===== src/rtl/core/cba_pkg.sv =====
// Shared constants and field layouts for the code block allocator.
package cba_pkg;

  // Field widths of requests and results.
  localparam int REQ_W   = 24;
  localparam int ADDR_W  = 21;
  localparam int SIZE_W  = 19;
  localparam int STAT_W  = 2;
  localparam int LIMIT_W = 4;

  // Stream bus widths: request tdata and result tdata, padded to whole bytes.
  localparam int IN_DATA_W  = 48;
  localparam int OUT_DATA_W = 48;

  // One free-list entry: address in the low bits, size above it.
  localparam int ENTRY_W = ADDR_W + SIZE_W;

  // Fit ratio bound 1.3, kept as 13/10 in integers.
  localparam logic [3:0] FIT_NUM = 4'd13;
  localparam logic [3:0] FIT_DEN = 4'd10;

  // Largest size a free-list entry can hold.
  localparam logic [SIZE_W-1:0] SIZE_MAX = {SIZE_W{1'b1}};

  // Reset value of the range limit register.
  localparam logic [LIMIT_W-1:0] LIMIT_RESET = 4'd8;

  // Request kinds carried in tuser.
  localparam logic ACT_ALLOC = 1'b0;
  localparam logic ACT_FREE  = 1'b1;

  // Result status codes.
  localparam logic [STAT_W-1:0] ST_OK      = 2'd0;
  localparam logic [STAT_W-1:0] ST_NOSPACE = 2'd1;
  localparam logic [STAT_W-1:0] ST_IGNORED = 2'd2;
  localparam logic [STAT_W-1:0] ST_DROPPED = 2'd3;

endpackage


===== src/rtl/core/cba_ram.sv =====
// Generic simple dual-port RAM with one write port and a registered read port.
module cba_ram #(
  parameter int WIDTH = 8,
  parameter int DEPTH = 16
) (
  input  logic                                   clk,
  input  logic                                   we,
  input  logic [(DEPTH > 1 ? $clog2(DEPTH) : 1)-1:0] waddr,
  input  logic [WIDTH-1:0]                       wdata,
  input  logic [(DEPTH > 1 ? $clog2(DEPTH) : 1)-1:0] raddr,
  output logic [WIDTH-1:0]                       rdata
);

  logic [WIDTH-1:0] mem [DEPTH];

  // Write port and registered read port.
  always_ff @(posedge clk) begin
    if (we) begin
      mem[waddr] <= wdata;
    end
    rdata <= mem[raddr];
  end

endmodule


===== src/rtl/core/code_block_allocator_unit.sv =====
// Code block allocator: first-fit free list over a RAM, bump allocation over ranges.
// Requests are taken only in IDLE; a free settles on acceptance and posts from FINISH.
// An allocate checks each free-list entry (F_RD, F_CHK), moves later entries up after
// a hit (SH_RD, SH_WR), divides (DIV, R_START), checks each open range (R_RD, R_CHK),
// opens a range (OPEN) and posts (FINISH); each memory has one registered read port.
// Reset (rst, synchronous) empties the free list and closes all ranges at once.
module code_block_allocator_unit #(
  parameter int CHUNK_BYTES      = 64,
  parameter int CHUNKS_PER_RANGE = 4096,
  parameter int FREE_SLOTS       = 32,
  parameter int MAX_RANGES       = 8
) (
  input  logic                          clk,
  input  logic                          rst,
  // Request stream.
  input  logic                          s_tvalid,
  output logic                          s_tready,
  // tdata: req_size[23:0], address[44:24], null_pointer[45], zero pad[47:46]
  input  logic [cba_pkg::IN_DATA_W-1:0] s_tdata,
  // tuser: action[0]
  input  logic                          s_tuser,
  // Result stream.
  output logic                          m_tvalid,
  input  logic                          m_tready,
  // tdata: status[1:0], block_address[22:2], block_size[41:23], zero pad[47:42]
  output logic [cba_pkg::OUT_DATA_W-1:0] m_tdata,
  // Range limit register write channel.
  input  logic                          cfg_valid,
  output logic                          cfg_ready,
  input  logic [cba_pkg::LIMIT_W-1:0]   cfg_data
);

  localparam int AW  = cba_pkg::ADDR_W;
  localparam int SW  = cba_pkg::SIZE_W;
  localparam int RW  = cba_pkg::REQ_W;
  localparam int EW  = cba_pkg::ENTRY_W;
  localparam int FCW = $clog2(FREE_SLOTS + 1);
  localparam int FIW = (FREE_SLOTS > 1) ? $clog2(FREE_SLOTS) : 1;
  localparam int ROW = $clog2(MAX_RANGES + 1);
  localparam int RIW = (MAX_RANGES > 1) ? $clog2(MAX_RANGES) : 1;
  localparam int CW  = $clog2(CHUNKS_PER_RANGE + 1);
  localparam int RANGE_BYTES = CHUNKS_PER_RANGE * CHUNK_BYTES;

  // Chunk count by reciprocal multiplication: exact for every dividend below 2**XW.
  localparam int XW = RW + 1;
  localparam int DL = $clog2(CHUNK_BYTES);
  localparam int DK = XW + DL;
  localparam logic [63:0] DM = ((64'd1 << DK) + 64'(CHUNK_BYTES) - 64'd1) / 64'(CHUNK_BYTES);
  localparam int MW = XW + 1;
  localparam int PW = XW + MW;
  localparam int QW = XW;
  localparam int SUMW = QW + 1;

  typedef enum logic [3:0] {
    IDLE, F_RD, F_CHK, SH_RD, SH_WR, DIV, R_START, R_RD, R_CHK, OPEN, FINISH
  } state_t;

  state_t state;

  // Latched request.
  logic [RW-1:0]  req;

  // Control state.
  logic [FCW-1:0] free_count;
  logic [FCW-1:0] idx;
  logic [FCW-1:0] j;
  logic [ROW-1:0] ranges_open;
  logic [ROW-1:0] r;
  logic [cba_pkg::LIMIT_W-1:0] range_limit;
  logic [PW-1:0]  prod;

  // Result under construction.
  logic [cba_pkg::STAT_W-1:0] res_status;
  logic [AW-1:0]  res_addr;
  logic [SW-1:0]  res_size;

  // Memory ports.
  logic           fl_we;
  logic [FIW-1:0] fl_waddr;
  logic [EW-1:0]  fl_wdata;
  logic [FIW-1:0] fl_raddr;
  logic [EW-1:0]  fl_rdata;
  logic           cu_we;
  logic [RIW-1:0] cu_waddr;
  logic [CW-1:0]  cu_wdata;
  logic [RIW-1:0] cu_raddr;
  logic [CW-1:0]  cu_rdata;

  // Request fields.
  logic           in_acc;
  logic [RW-1:0]  in_req;
  logic [AW-1:0]  in_addr;
  logic           in_null;
  logic           in_act;
  logic [SW-1:0]  in_size_sat;
  logic           free_ok;

  // Datapath terms.
  logic [AW-1:0]  ent_addr;
  logic [SW-1:0]  ent_size;
  logic           ent_match;
  logic [QW-1:0]  chunks;
  logic [SUMW-1:0] cur_sum;
  logic           cur_fit;
  logic           open_fit;
  logic           open_ok;
  logic [SW-1:0]  grant_size;
  logic           last_entry;
  logic           last_move;
  logic           last_range;

  assign s_tready  = (state == IDLE);
  assign cfg_ready = 1'b1;

  assign in_acc  = s_tvalid && s_tready;
  assign in_req  = s_tdata[RW-1:0];
  assign in_addr = s_tdata[RW +: AW];
  assign in_null = s_tdata[RW + AW];
  assign in_act  = s_tuser;
  assign in_size_sat = (in_req > RW'(cba_pkg::SIZE_MAX)) ? cba_pkg::SIZE_MAX : in_req[SW-1:0];
  assign free_ok = !in_null && (in_req != '0) && (free_count < FCW'(FREE_SLOTS));

  // First-fit test on the entry just read: req <= s and 10*s <= 13*req.
  assign ent_addr  = fl_rdata[AW-1:0];
  assign ent_size  = fl_rdata[AW +: SW];
  assign ent_match = ((RW + 4)'(ent_size) >= (RW + 4)'(req)) &&
                     ((RW + 4)'(ent_size) * (RW + 4)'(cba_pkg::FIT_DEN) <=
                      (RW + 4)'(req) * (RW + 4)'(cba_pkg::FIT_NUM));

  assign last_entry = ((FCW + 1)'(idx) + (FCW + 1)'(1)) >= (FCW + 1)'(free_count);
  assign last_move  = ((FCW + 1)'(j) + (FCW + 1)'(2)) >= (FCW + 1)'(free_count);
  assign last_range = ((ROW + 1)'(r) + (ROW + 1)'(1)) >= (ROW + 1)'(ranges_open);

  // Bump allocation terms.
  assign chunks     = QW'(prod >> DK);
  assign cur_sum    = SUMW'(cu_rdata) + SUMW'(chunks);
  assign cur_fit    = cur_sum <= SUMW'(CHUNKS_PER_RANGE);
  assign open_fit   = chunks <= QW'(CHUNKS_PER_RANGE);
  assign open_ok    = (32'(ranges_open) < 32'(range_limit)) &&
                      (32'(ranges_open) < 32'(MAX_RANGES));
  assign grant_size = SW'(chunks) * SW'(CHUNK_BYTES);

  // Free-list memory port control.
  always_comb begin
    fl_we    = (state == SH_WR) || (in_acc && (in_act == cba_pkg::ACT_FREE) && free_ok);
    fl_waddr = (state == SH_WR) ? j[FIW-1:0] : free_count[FIW-1:0];
    fl_wdata = (state == SH_WR) ? fl_rdata : {in_size_sat, in_addr};
    fl_raddr = (state == SH_RD) ? FIW'(j + 1'b1) : idx[FIW-1:0];
  end

  // Chunk cursor memory port control.
  always_comb begin
    cu_we    = ((state == R_CHK) && cur_fit) || ((state == OPEN) && open_ok);
    cu_waddr = (state == R_CHK) ? r[RIW-1:0] : ranges_open[RIW-1:0];
    cu_wdata = (state == R_CHK) ? CW'(cur_sum) : (open_fit ? CW'(chunks) : '0);
    cu_raddr = r[RIW-1:0];
  end

  cba_ram #(.WIDTH(EW), .DEPTH(FREE_SLOTS)) u_free_list (
    .clk   (clk),
    .we    (fl_we),
    .waddr (fl_waddr),
    .wdata (fl_wdata),
    .raddr (fl_raddr),
    .rdata (fl_rdata)
  );

  cba_ram #(.WIDTH(CW), .DEPTH(MAX_RANGES)) u_cursor (
    .clk   (clk),
    .we    (cu_we),
    .waddr (cu_waddr),
    .wdata (cu_wdata),
    .raddr (cu_raddr),
    .rdata (cu_rdata)
  );

  // Range limit register.
  always_ff @(posedge clk) begin
    if (rst) begin
      range_limit <= cba_pkg::LIMIT_RESET;
    end else if (cfg_valid && cfg_ready) begin
      range_limit <= cfg_data;
    end
  end

  // Sequencer and result register.
  always_ff @(posedge clk) begin
    if (rst) begin
      state       <= IDLE;
      free_count  <= '0;
      ranges_open <= '0;
      m_tvalid    <= 1'b0;
    end else begin
      if (m_tvalid && m_tready && (state != FINISH)) begin
        m_tvalid <= 1'b0;
      end
      unique case (state)
        IDLE: begin
          if (in_acc) begin
            req        <= in_req;
            res_addr   <= '0;
            res_size   <= '0;
            idx        <= '0;
            if (in_act == cba_pkg::ACT_FREE) begin
              // A free request settles in this cycle.
              if (in_null || in_req == '0) begin
                res_status <= cba_pkg::ST_IGNORED;
              end else if (!free_ok) begin
                res_status <= cba_pkg::ST_DROPPED;
              end else begin
                res_status <= cba_pkg::ST_OK;
                free_count <= free_count + 1'b1;
              end
              state <= FINISH;
            end else begin
              res_status <= cba_pkg::ST_OK;
              state      <= (free_count == '0) ? DIV : F_RD;
            end
          end
        end
        F_RD: begin
          state <= F_CHK;
        end
        F_CHK: begin
          if (ent_match) begin
            // Hit: grant the entry, then move the later entries up by one.
            res_addr <= ent_addr;
            res_size <= ent_size;
            j        <= idx;
            if (last_entry) begin
              free_count <= free_count - 1'b1;
              state      <= FINISH;
            end else begin
              state <= SH_RD;
            end
          end else begin
            idx   <= idx + 1'b1;
            state <= last_entry ? DIV : F_RD;
          end
        end
        SH_RD: begin
          state <= SH_WR;
        end
        SH_WR: begin
          j <= j + 1'b1;
          if (last_move) begin
            free_count <= free_count - 1'b1;
            state      <= FINISH;
          end else begin
            state <= SH_RD;
          end
        end
        DIV: begin
          // Round the request up to whole chunks.
          prod  <= PW'(XW'(req) + XW'(CHUNK_BYTES - 1)) * PW'(DM[MW-1:0]);
          state <= R_START;
        end
        R_START: begin
          r     <= '0;
          state <= (ranges_open == '0) ? OPEN : R_RD;
        end
        R_RD: begin
          state <= R_CHK;
        end
        R_CHK: begin
          if (cur_fit) begin
            res_addr <= AW'(r) * AW'(RANGE_BYTES) + AW'(cu_rdata) * AW'(CHUNK_BYTES);
            res_size <= grant_size;
            state    <= FINISH;
          end else begin
            r     <= r + 1'b1;
            state <= last_range ? OPEN : R_RD;
          end
        end
        OPEN: begin
          // Open a new range and carve from its start; on a miss it stays open, cursor at zero.
          if (open_ok) begin
            ranges_open <= ranges_open + 1'b1;
            if (open_fit) begin
              res_addr <= AW'(ranges_open) * AW'(RANGE_BYTES);
              res_size <= grant_size;
            end else begin
              res_status <= cba_pkg::ST_NOSPACE;
            end
          end else begin
            res_status <= cba_pkg::ST_NOSPACE;
          end
          state <= FINISH;
        end
        FINISH: begin
          if (!m_tvalid || m_tready) begin
            m_tdata  <= {(cba_pkg::OUT_DATA_W - SW - AW - cba_pkg::STAT_W)'(0),
                         res_size, res_addr, res_status};
            m_tvalid <= 1'b1;
            state    <= IDLE;
          end
        end
        default: begin
          state <= IDLE;
        end
      endcase
    end
  end

endmodule


===== config.mk =====
export PLATFORM = sky130hd
export DESIGN_NAME = code_block_allocator_unit
export DESIGN_NICKNAME = d
export VERILOG_FILES = /design/src/rtl/core/cba_pkg.sv /design/src/rtl/core/cba_ram.sv /design/src/rtl/core/code_block_allocator_unit.sv
export SDC_FILE = /design/constraint.sdc
export NUM_CORES = 2
export LEC_CHECK = 0
export BUFFER_PORTS_ARGS = -buffer_cell sky130_fd_sc_hd__buf_4
export CAP_MARGIN = 20
export CORE_MARGIN = 2
export CORE_UTILIZATION = 31
export DETAILED_ROUTE_END_ITERATION = 16
export PLACE_DENSITY = 0.45
export RECOVER_POWER = 25
export SLEW_MARGIN = 20
export SYNTH_ARGS = -nofsm -noshare
export SYNTH_HDL_FRONTEND = slang
export SYNTH_SLANG_ARGS = --single-unit

===== constraint.sdc =====
create_clock -name clk -period 16.43 [get_ports clk]
set_input_delay 1.643 -clock clk [delete_from_list [all_inputs] [get_ports clk]]
set_output_delay 1.643 -clock clk [all_outputs]
set_load 0.01 [all_outputs]

======== Word-level counts from Yosys, hierarchy flattened ========
Memories as Yosys holds them, arrays and structs flattened. A register that Yosys moved wholly into a read port is not among the register bits.
Index checks and enable logic that the tools add are counted.
storage, ports and cells
  bits in registers ....................... 169
  bits in writable memories ............... 1,384
  bits of input ports ..................... 58
  output and inout port bits .............. 51
  word-level logic and storage cells ...... 166
  memories kept ........................... 2
operators by class
  add/sub/neg operators ................... 12
  multiply operators ...................... 2
  $lt $le $gt $ge ......................... 11
  equal/unequal tests ..................... 25
  muxes and demuxes ....................... 60
  bitwise operators ....................... 1
  reductions and logical operators ........ 39
memories
  name             words  bits a word  read ports  clocked after Yosys merged registers in  write ports  RTL line       text
  u_free_list.mem  32     40           1           1                                        1            cba_ram.sv:14  logic [WIDTH-1:0] mem [DEPTH];
  u_cursor.mem     8      13           1           1                                        1            cba_ram.sv:14
operators by type and width
  operator                                               number
  two-way mux 19 bit                                     6
  two-way mux 21 bit                                     5
  case mux 21 bit (4 select lines)                       1
  case mux 19 bit (4 select lines)                       1
  two-way mux 6 bit                                      10
  case mux 4 bit (11 select lines)                       1
  two-way mux 4 bit                                      10
  two-way mux 40 bit                                     1
  <= comparator 23 x 28 -> 1 bit                         1
  multiplier 24 x 4 -> 28 bit, second input constant     1
  two-way mux 13 bit                                     2
  adder 24 x 6 -> 25 bit, second input constant          1
  >= comparator 19 x 24 -> 1 bit                         1
  > comparator 24 x 19 -> 1 bit, second input constant   1
  logical NOT 24 bit                                     1
  case mux 6 bit (2 select lines)                        2
  nonzero test 24 bit                                    1
  multiplier 19 x 3 -> 22 bit, second input constant     1
  adder 13 x 20 -> 21 bit                                1
  adder 21 x 19 -> 21 bit                                1
  <= comparator 21 x 13 -> 1 bit, second input constant  1
  <= comparator 20 x 13 -> 1 bit, second input constant  1
  != test 2 bit, second input constant                   10
  adder 6 x 1 -> 6 bit, second input constant            3
  other kinds (38)                                       86

======== Depth between registers and ports, before layout ========
  depth after elaboration ................. 8
  gate-level depth with buffers ........... 26
  depth with buffers taken out ............ 26

======== Cells and area by module ========
From an unflattened synthesis, not the netlist that was laid out.
second synthesis, totals
  cell total of the unflattened synthesis .. 4,339
  area total of the unflattened synthesis .. 67,868.8 um^2
modules (own cells, without submodules)
  module                     instances  cells an instance  area each (um^2)  seq. area each (um^2)
  cba_ram (u_free_list)      1          2,813              50,564.7          39,237.6
  code_block_allocator_unit  1          1,350              12,988.7          4,674.5
  cba_ram (u_cursor)         1          176                4,315.4           3,383.2

======== Worst setup path before layout ========
Ideal clock, no wire load.
  path kind ............................... reg-to-reg
  from .................................... register u_free_list.rdata[23] (read register of u_free_list.mem)
  to ...................................... register res_addr[0], enable pin
  library setup time ...................... 0.498 ns
  arrival ................................. 7.426 ns
  required time ........................... 15.932 ns
  path slack .............................. 8.506 ns
  cell stages (with the launch flop) ...... 23
  cells stage by stage .................... dfxtp_1 > ha_1 > ha_1 > a21o_1 > a21oi_1 > o21bai_1 > a31o_1 > a41oi_1 > a21oi_1 > a41o_1 > or4_1 > a31oi_1 > xnor2_1 > ha_1 > a21o_1 > a211oi_1 > o221a_2 > nand3_1 > o2111ai_1 > nor4bb_2 > a21oi_1 > nor2_1 > a211oi_1
on the way
  longest elaborated chain between the ends .. 5
  elaborated cells on any way between the ends .. 6
  those cells by class .................... mul (1); order compare (2); eq/ne (1); reduce/logical (2)
ends and longest elaborated chain
  what                                    RTL line                          text
  start, declared                         cba_ram.sv:11                     output logic [WIDTH-1:0] rdata
  multiplier 19 x 3 -> 22 bit             code_block_allocator_unit.sv:127  ((RW + 4)'(ent_size) * (RW + 4)'(cba_pkg::FIT_DEN) <=
  <= comparator 23 x 28 -> 1 bit          code_block_allocator_unit.sv:127
  logical AND 1 bit *                     code_block_allocator_unit.sv:126  assign ent_match = ((RW + 4)'(ent_size) >= (RW + 4)'(req)) &&
  != test 2 bit (no source line) *        -
  AND reduction 7 bit (no source line) *  -
  end signal, assigned                    code_block_allocator_unit.sv:227  res_addr <= ent_addr;
  end signal, assigned                    code_block_allocator_unit.sv:267  res_addr <= AW'(r) * AW'(RANGE_BYTES) + AW'(cu_rdata) * AW'(CHUNK_BYTES);
  end signal, assigned                    code_block_allocator_unit.sv:280  res_addr <= AW'(ranges_open) * AW'(RANGE_BYTES);
  end, declared                           code_block_allocator_unit.sv:74   logic [AW-1:0] res_addr;
Every way passes the cells marked *; elsewhere a longest branch is shown, timed or not.
A chain may end at the register's enable or synchronous reset.

======== Final worst setup path ========
  from .................................... register state[0]
  to ...................................... memory u_free_list.mem[4][19] (netlist name), enable pin
on the way
  longest elaborated chain between the ends .. 7
  elaborated cells on any way between the ends .. 9
  those cells by class .................... eq/ne (1); mux (3); reduce/logical (5)
ends and longest elaborated chain
  what                                     RTL line                          text
  start, declared                          code_block_allocator_unit.sv:58   state_t state;
  start signal, assigned                   code_block_allocator_unit.sv:217  state <= (free_count == '0) ? DIV : F_RD;
  start signal, assigned                   code_block_allocator_unit.sv:238  state <= last_entry ? DIV : F_RD;
  start signal, assigned                   code_block_allocator_unit.sv:260  state <= (ranges_open == '0) ? OPEN : R_RD;
  logical NOT 4 bit                        code_block_allocator_unit.sv:112  assign s_tready = (state == IDLE);
  logical AND 1 bit                        code_block_allocator_unit.sv:115  assign in_acc = s_tvalid && s_tready;
  logical AND 1 bit (2 in a row)           code_block_allocator_unit.sv:145  fl_we = (state == SH_WR) || (in_acc && (in_act == cba_pkg::ACT_FREE) && free_ok);
  logical OR 1 bit                         code_block_allocator_unit.sv:145
  two-way mux 1 bit                        cba_ram.sv:18                     if (we) begin
  two-way mux 1 bit (not written as such)  cba_ram.sv:19                     mem[waddr] <= wdata;
  end, declared                            cba_ram.sv:14
Parallel ways exist; a longest one is shown, timed or not.

==> flow_summary.json <==
{
  "cts.clk_slew.worst_paths_ns": 0.06,
  "sw_frac_of_total_pct": 35.3,
  "cts_root_buf": "clkbuf_16",
  "cts_setup_buffers": 0,
  "drc": 0,
  "worstHoldPathCells": 0,
  "required_ns": 16.86,
  "finalHoldViolCount": 0,
  "finish.utilization_pct": 35.3,
  "cts_buffers": 171,
  "syn_inst": 5070,
  "die_h_um": 476,
  "path_class": "flip-flop to flip-flop",
  "p_seq_share_pct": 39.7,
  "die_area_um2": 226000,
  "synth_edf_count": 1527,
  "drt_wl_total_um": 208000,
  "cts_max_level": 4,
  "initial_core_util_pct": 31.1,
  "yosysWarnings": 0,
  "fmax_mhz": 144,
  "num_vias": 42300,
  "p_switching_mw": 4.65,
  "synthArstFlopShare_pct": 0,
  "cap_viol_max_count": 9,
  "grt_max_degree": 189,
  "p_leak_nw": 25.5,
  "hold_end": "m_tdata[29]",
  "cp_max_fo": 31,
  "tightest_slew_ns": 3.61,
  "combPwrFrac_pct": 31.8,
  "insertion_delay_ns": 0.83,
  "hold_class": "flip-flop to flip-flop",
  "wl_per_cell_um": 25.2,
  "syn_area_per_cell_um2": 13.6,
  "area_growth_syn_to_layout_pct": 13.5,
  "layout_setup_ws_ns": 9.48,
  "rr_startpoint": "state[0]",
  "seq_area_frac_synth_pct": 68.5,
  "drive_gt1_share_pct": 9.11,
  "tns_ns": 0,
  "intPower_mw": 8.51,
  "drv_slew": 284,
  "skew_ns": 0.0345,
  "synth_ff_type": "edfxtp_1",
  "cts_hold_buf": 0,
  "drt_first_pass_iters": 6,
  "dp.final_hpwl_um": 110000,
  "die_w_um": 476,
  "rsz0062_at_grt": "no",
  "port_buffers": 99,
  "setup_viol_count_final": 0,
  "r2r_end": "u_free_list.mem[4][19]",
  "cts_resized": 0,
  "startpoint_type": "flip-flop",
  "syn_area_um2": 69000,
  "slew_headroom_pct": -141,
  "grt_pass1_wl_um": 298000,
  "place_congestion": 0.829,
  "clk_path_buf_depth": 3,
  "cts.sinks": 1599,
  "ir_drop_mv": 0.124,
  "period_needed_ns": 6.95,
  "grt_pass1_vias": 41200,
  "grt_antenna_before_repair": 5,
  "grt_usage_pct": 18.1,
  "place_ws_ns": 9.66,
  "r2r_slack_ns": 9.48,
  "outcome": "finished with violations",
  "clock_power_share_pct": 28.5,
  "cp.arrival_ns": 7.38,
  "hp-start": "res_size[6]",
  "violations": "max-capacitance violations, max-slew violations",
  "detail-route-antenna-nets": 0,
  "rr_worst_depth": 8,
  "cts_tree": "yes",
  "ys_types": 93,
  "overflow": 0,
  "finalCritPeriodShare_pct": 42.3,
  "viasPerCell": 5.14,
  "total_power_mw": 13.2,
  "core_um2": 222000,
  "p_per_area_nw_per_um2": 168,
  "ios": 109,
  "ys_ff_latch": 1599,
  "rows": 173,
  "finish.net_count": 5366,
  "drtIter0Drc": 3313,
  "critPathCaptureType": "flip-flop"
}
## synth_stat cells, types with 66 or more instances
cell | number | area share [%]
a31oi_1 | 173 | 1.6
buf_2 | 66 | 0.48
dfxtp_1 | 72 | 2.1
nor2_1 | 115 | 0.63
inv_1 | 113 | 0.61
and2_1 | 152 | 1.4
nand2_1 | 809 | 4.4
a311oi_1 | 162 | 2.1
edfxtp_1 | 1527 | 66
clkbuf_1 | 225 | 1.2
ha_1 | 180 | 3.3
a21oi_1 | 198 | 1.4
and2_0 | 192 | 1.7
a21o_1 | 72 | 0.78
a211oi_1 | 449 | 4.9
## per-layer routing
metal  GRT usage [%]  vias to the layer above  routed length, um
li1                -                    19400                  -
met1            24.8                    21700              94200
met2            30.3                      921             100000
met3            2.23                      241               8470
met4            4.80                        0               4620
met5               0                        -                  0
## worst max path at each step
stage                     slack, ns             startpoint                endpoint
after floorplan                8.51  u_free_list.rdata[23]             res_addr[0]
after global placement         9.67  u_free_list.rdata[25]             res_addr[1]
after detailed placement       9.66  u_free_list.rdata[25]             res_addr[1]
after CTS                      9.62  u_free_list.rdata[25]             res_addr[1]
after global routing           9.05               state[0]  u_free_list.mem[1][10]
final                          9.48               state[0]  u_free_list.mem[4][19]
## power by group through the flow
stage                     registers (mW)  clock network, mW  logic [mW]
after floorplan                     5.13                  0        2.97
after global placement              5.30                  0        4.19
after detailed placement            5.31                  0        4.20
after CTS                           5.22               3.85        4.22
after global routing                5.24               3.99        4.66
final                               5.22               3.75        4.19
## critical path: stages (launching register included)
cell,delay (ns)
dfxtp_1,0.89
or3_2,0.24
clkbuf_1,1.54
clkbuf_1,1.54
nand3_1,0.17
o31ai_1,0.17
nand2_1,0.36
nor2_4,0.74
buf_4,0.82
## cell type report
| cell class | instances | area (um2) |
|---|---|---|
| Timing Repair Buffer | 187 | 1230 |
| Tap cell | 2975 | 3720 |
| Clock inverter | 81 | 751 |
| Inverter | 113 | 424 |
| Multi-Input combinational cell | 3032 | 20300 |
| Sequential cell | 1599 | 47300 |
| Fill cell | 21400 | 144000 |
| Clock buffer | 236 | 4620 |
| Antenna cell | 3 | 7.51 |
## registers in the layout, summed over array words and instances (netlist names), 4 cells and up
name / count
prod: 19
u_free_list.rdata: 40
req: 24
free_count: 6
ranges_open: 4
m_tdata: 42
j: 6
u_cursor.mem: 104
state: 4
res_addr: 21
u_free_list.mem: 1280
range_limit: 4
idx: 6
res_size: 19
r: 4
u_cursor.rdata: 13
## cell families after synthesis
kind of cell             after synthesis  synth area share, %
other                                  2               0.0109
adder cells (fa/ha/maj)              204                 3.96
multiplexers                          53                 1.27
AND/OR/NAND/NOR                     1441                 9.68
buffers and inverters                444                 2.63
AO/OA/AOI/OAI                       1249                 12.9
XOR/XNOR                              78                0.990
flip-flops                          1599                 68.5
## stage by stage
step	cells	hold WS [ns]	area (um2)
floorplan	5075	0.400	69000
global placement	7906	0.404	73300
detailed placement	7906	0.405	73300
CTS	8223	0.412	78600
global route	8224	0.422	78300
finish	8226	0.409	78400
## placed cells by master, fill, tap and decap left out, drive strengths merged, types with 124 or more instances in the layout
cell type / netlist / routed
nand2: 809 / 809
a311oi: 162 / 162
and2: 344 / 344
a31oi: 173 / 173
clkbuf: 225 / 316
a21oi: 200 / 200
ha: 180 / 180
a211oi: 452 / 452
edfxtp: 1527 / 1527
inv: 113 / 124
Note: power is estimated with default switching activity, not from simulation.
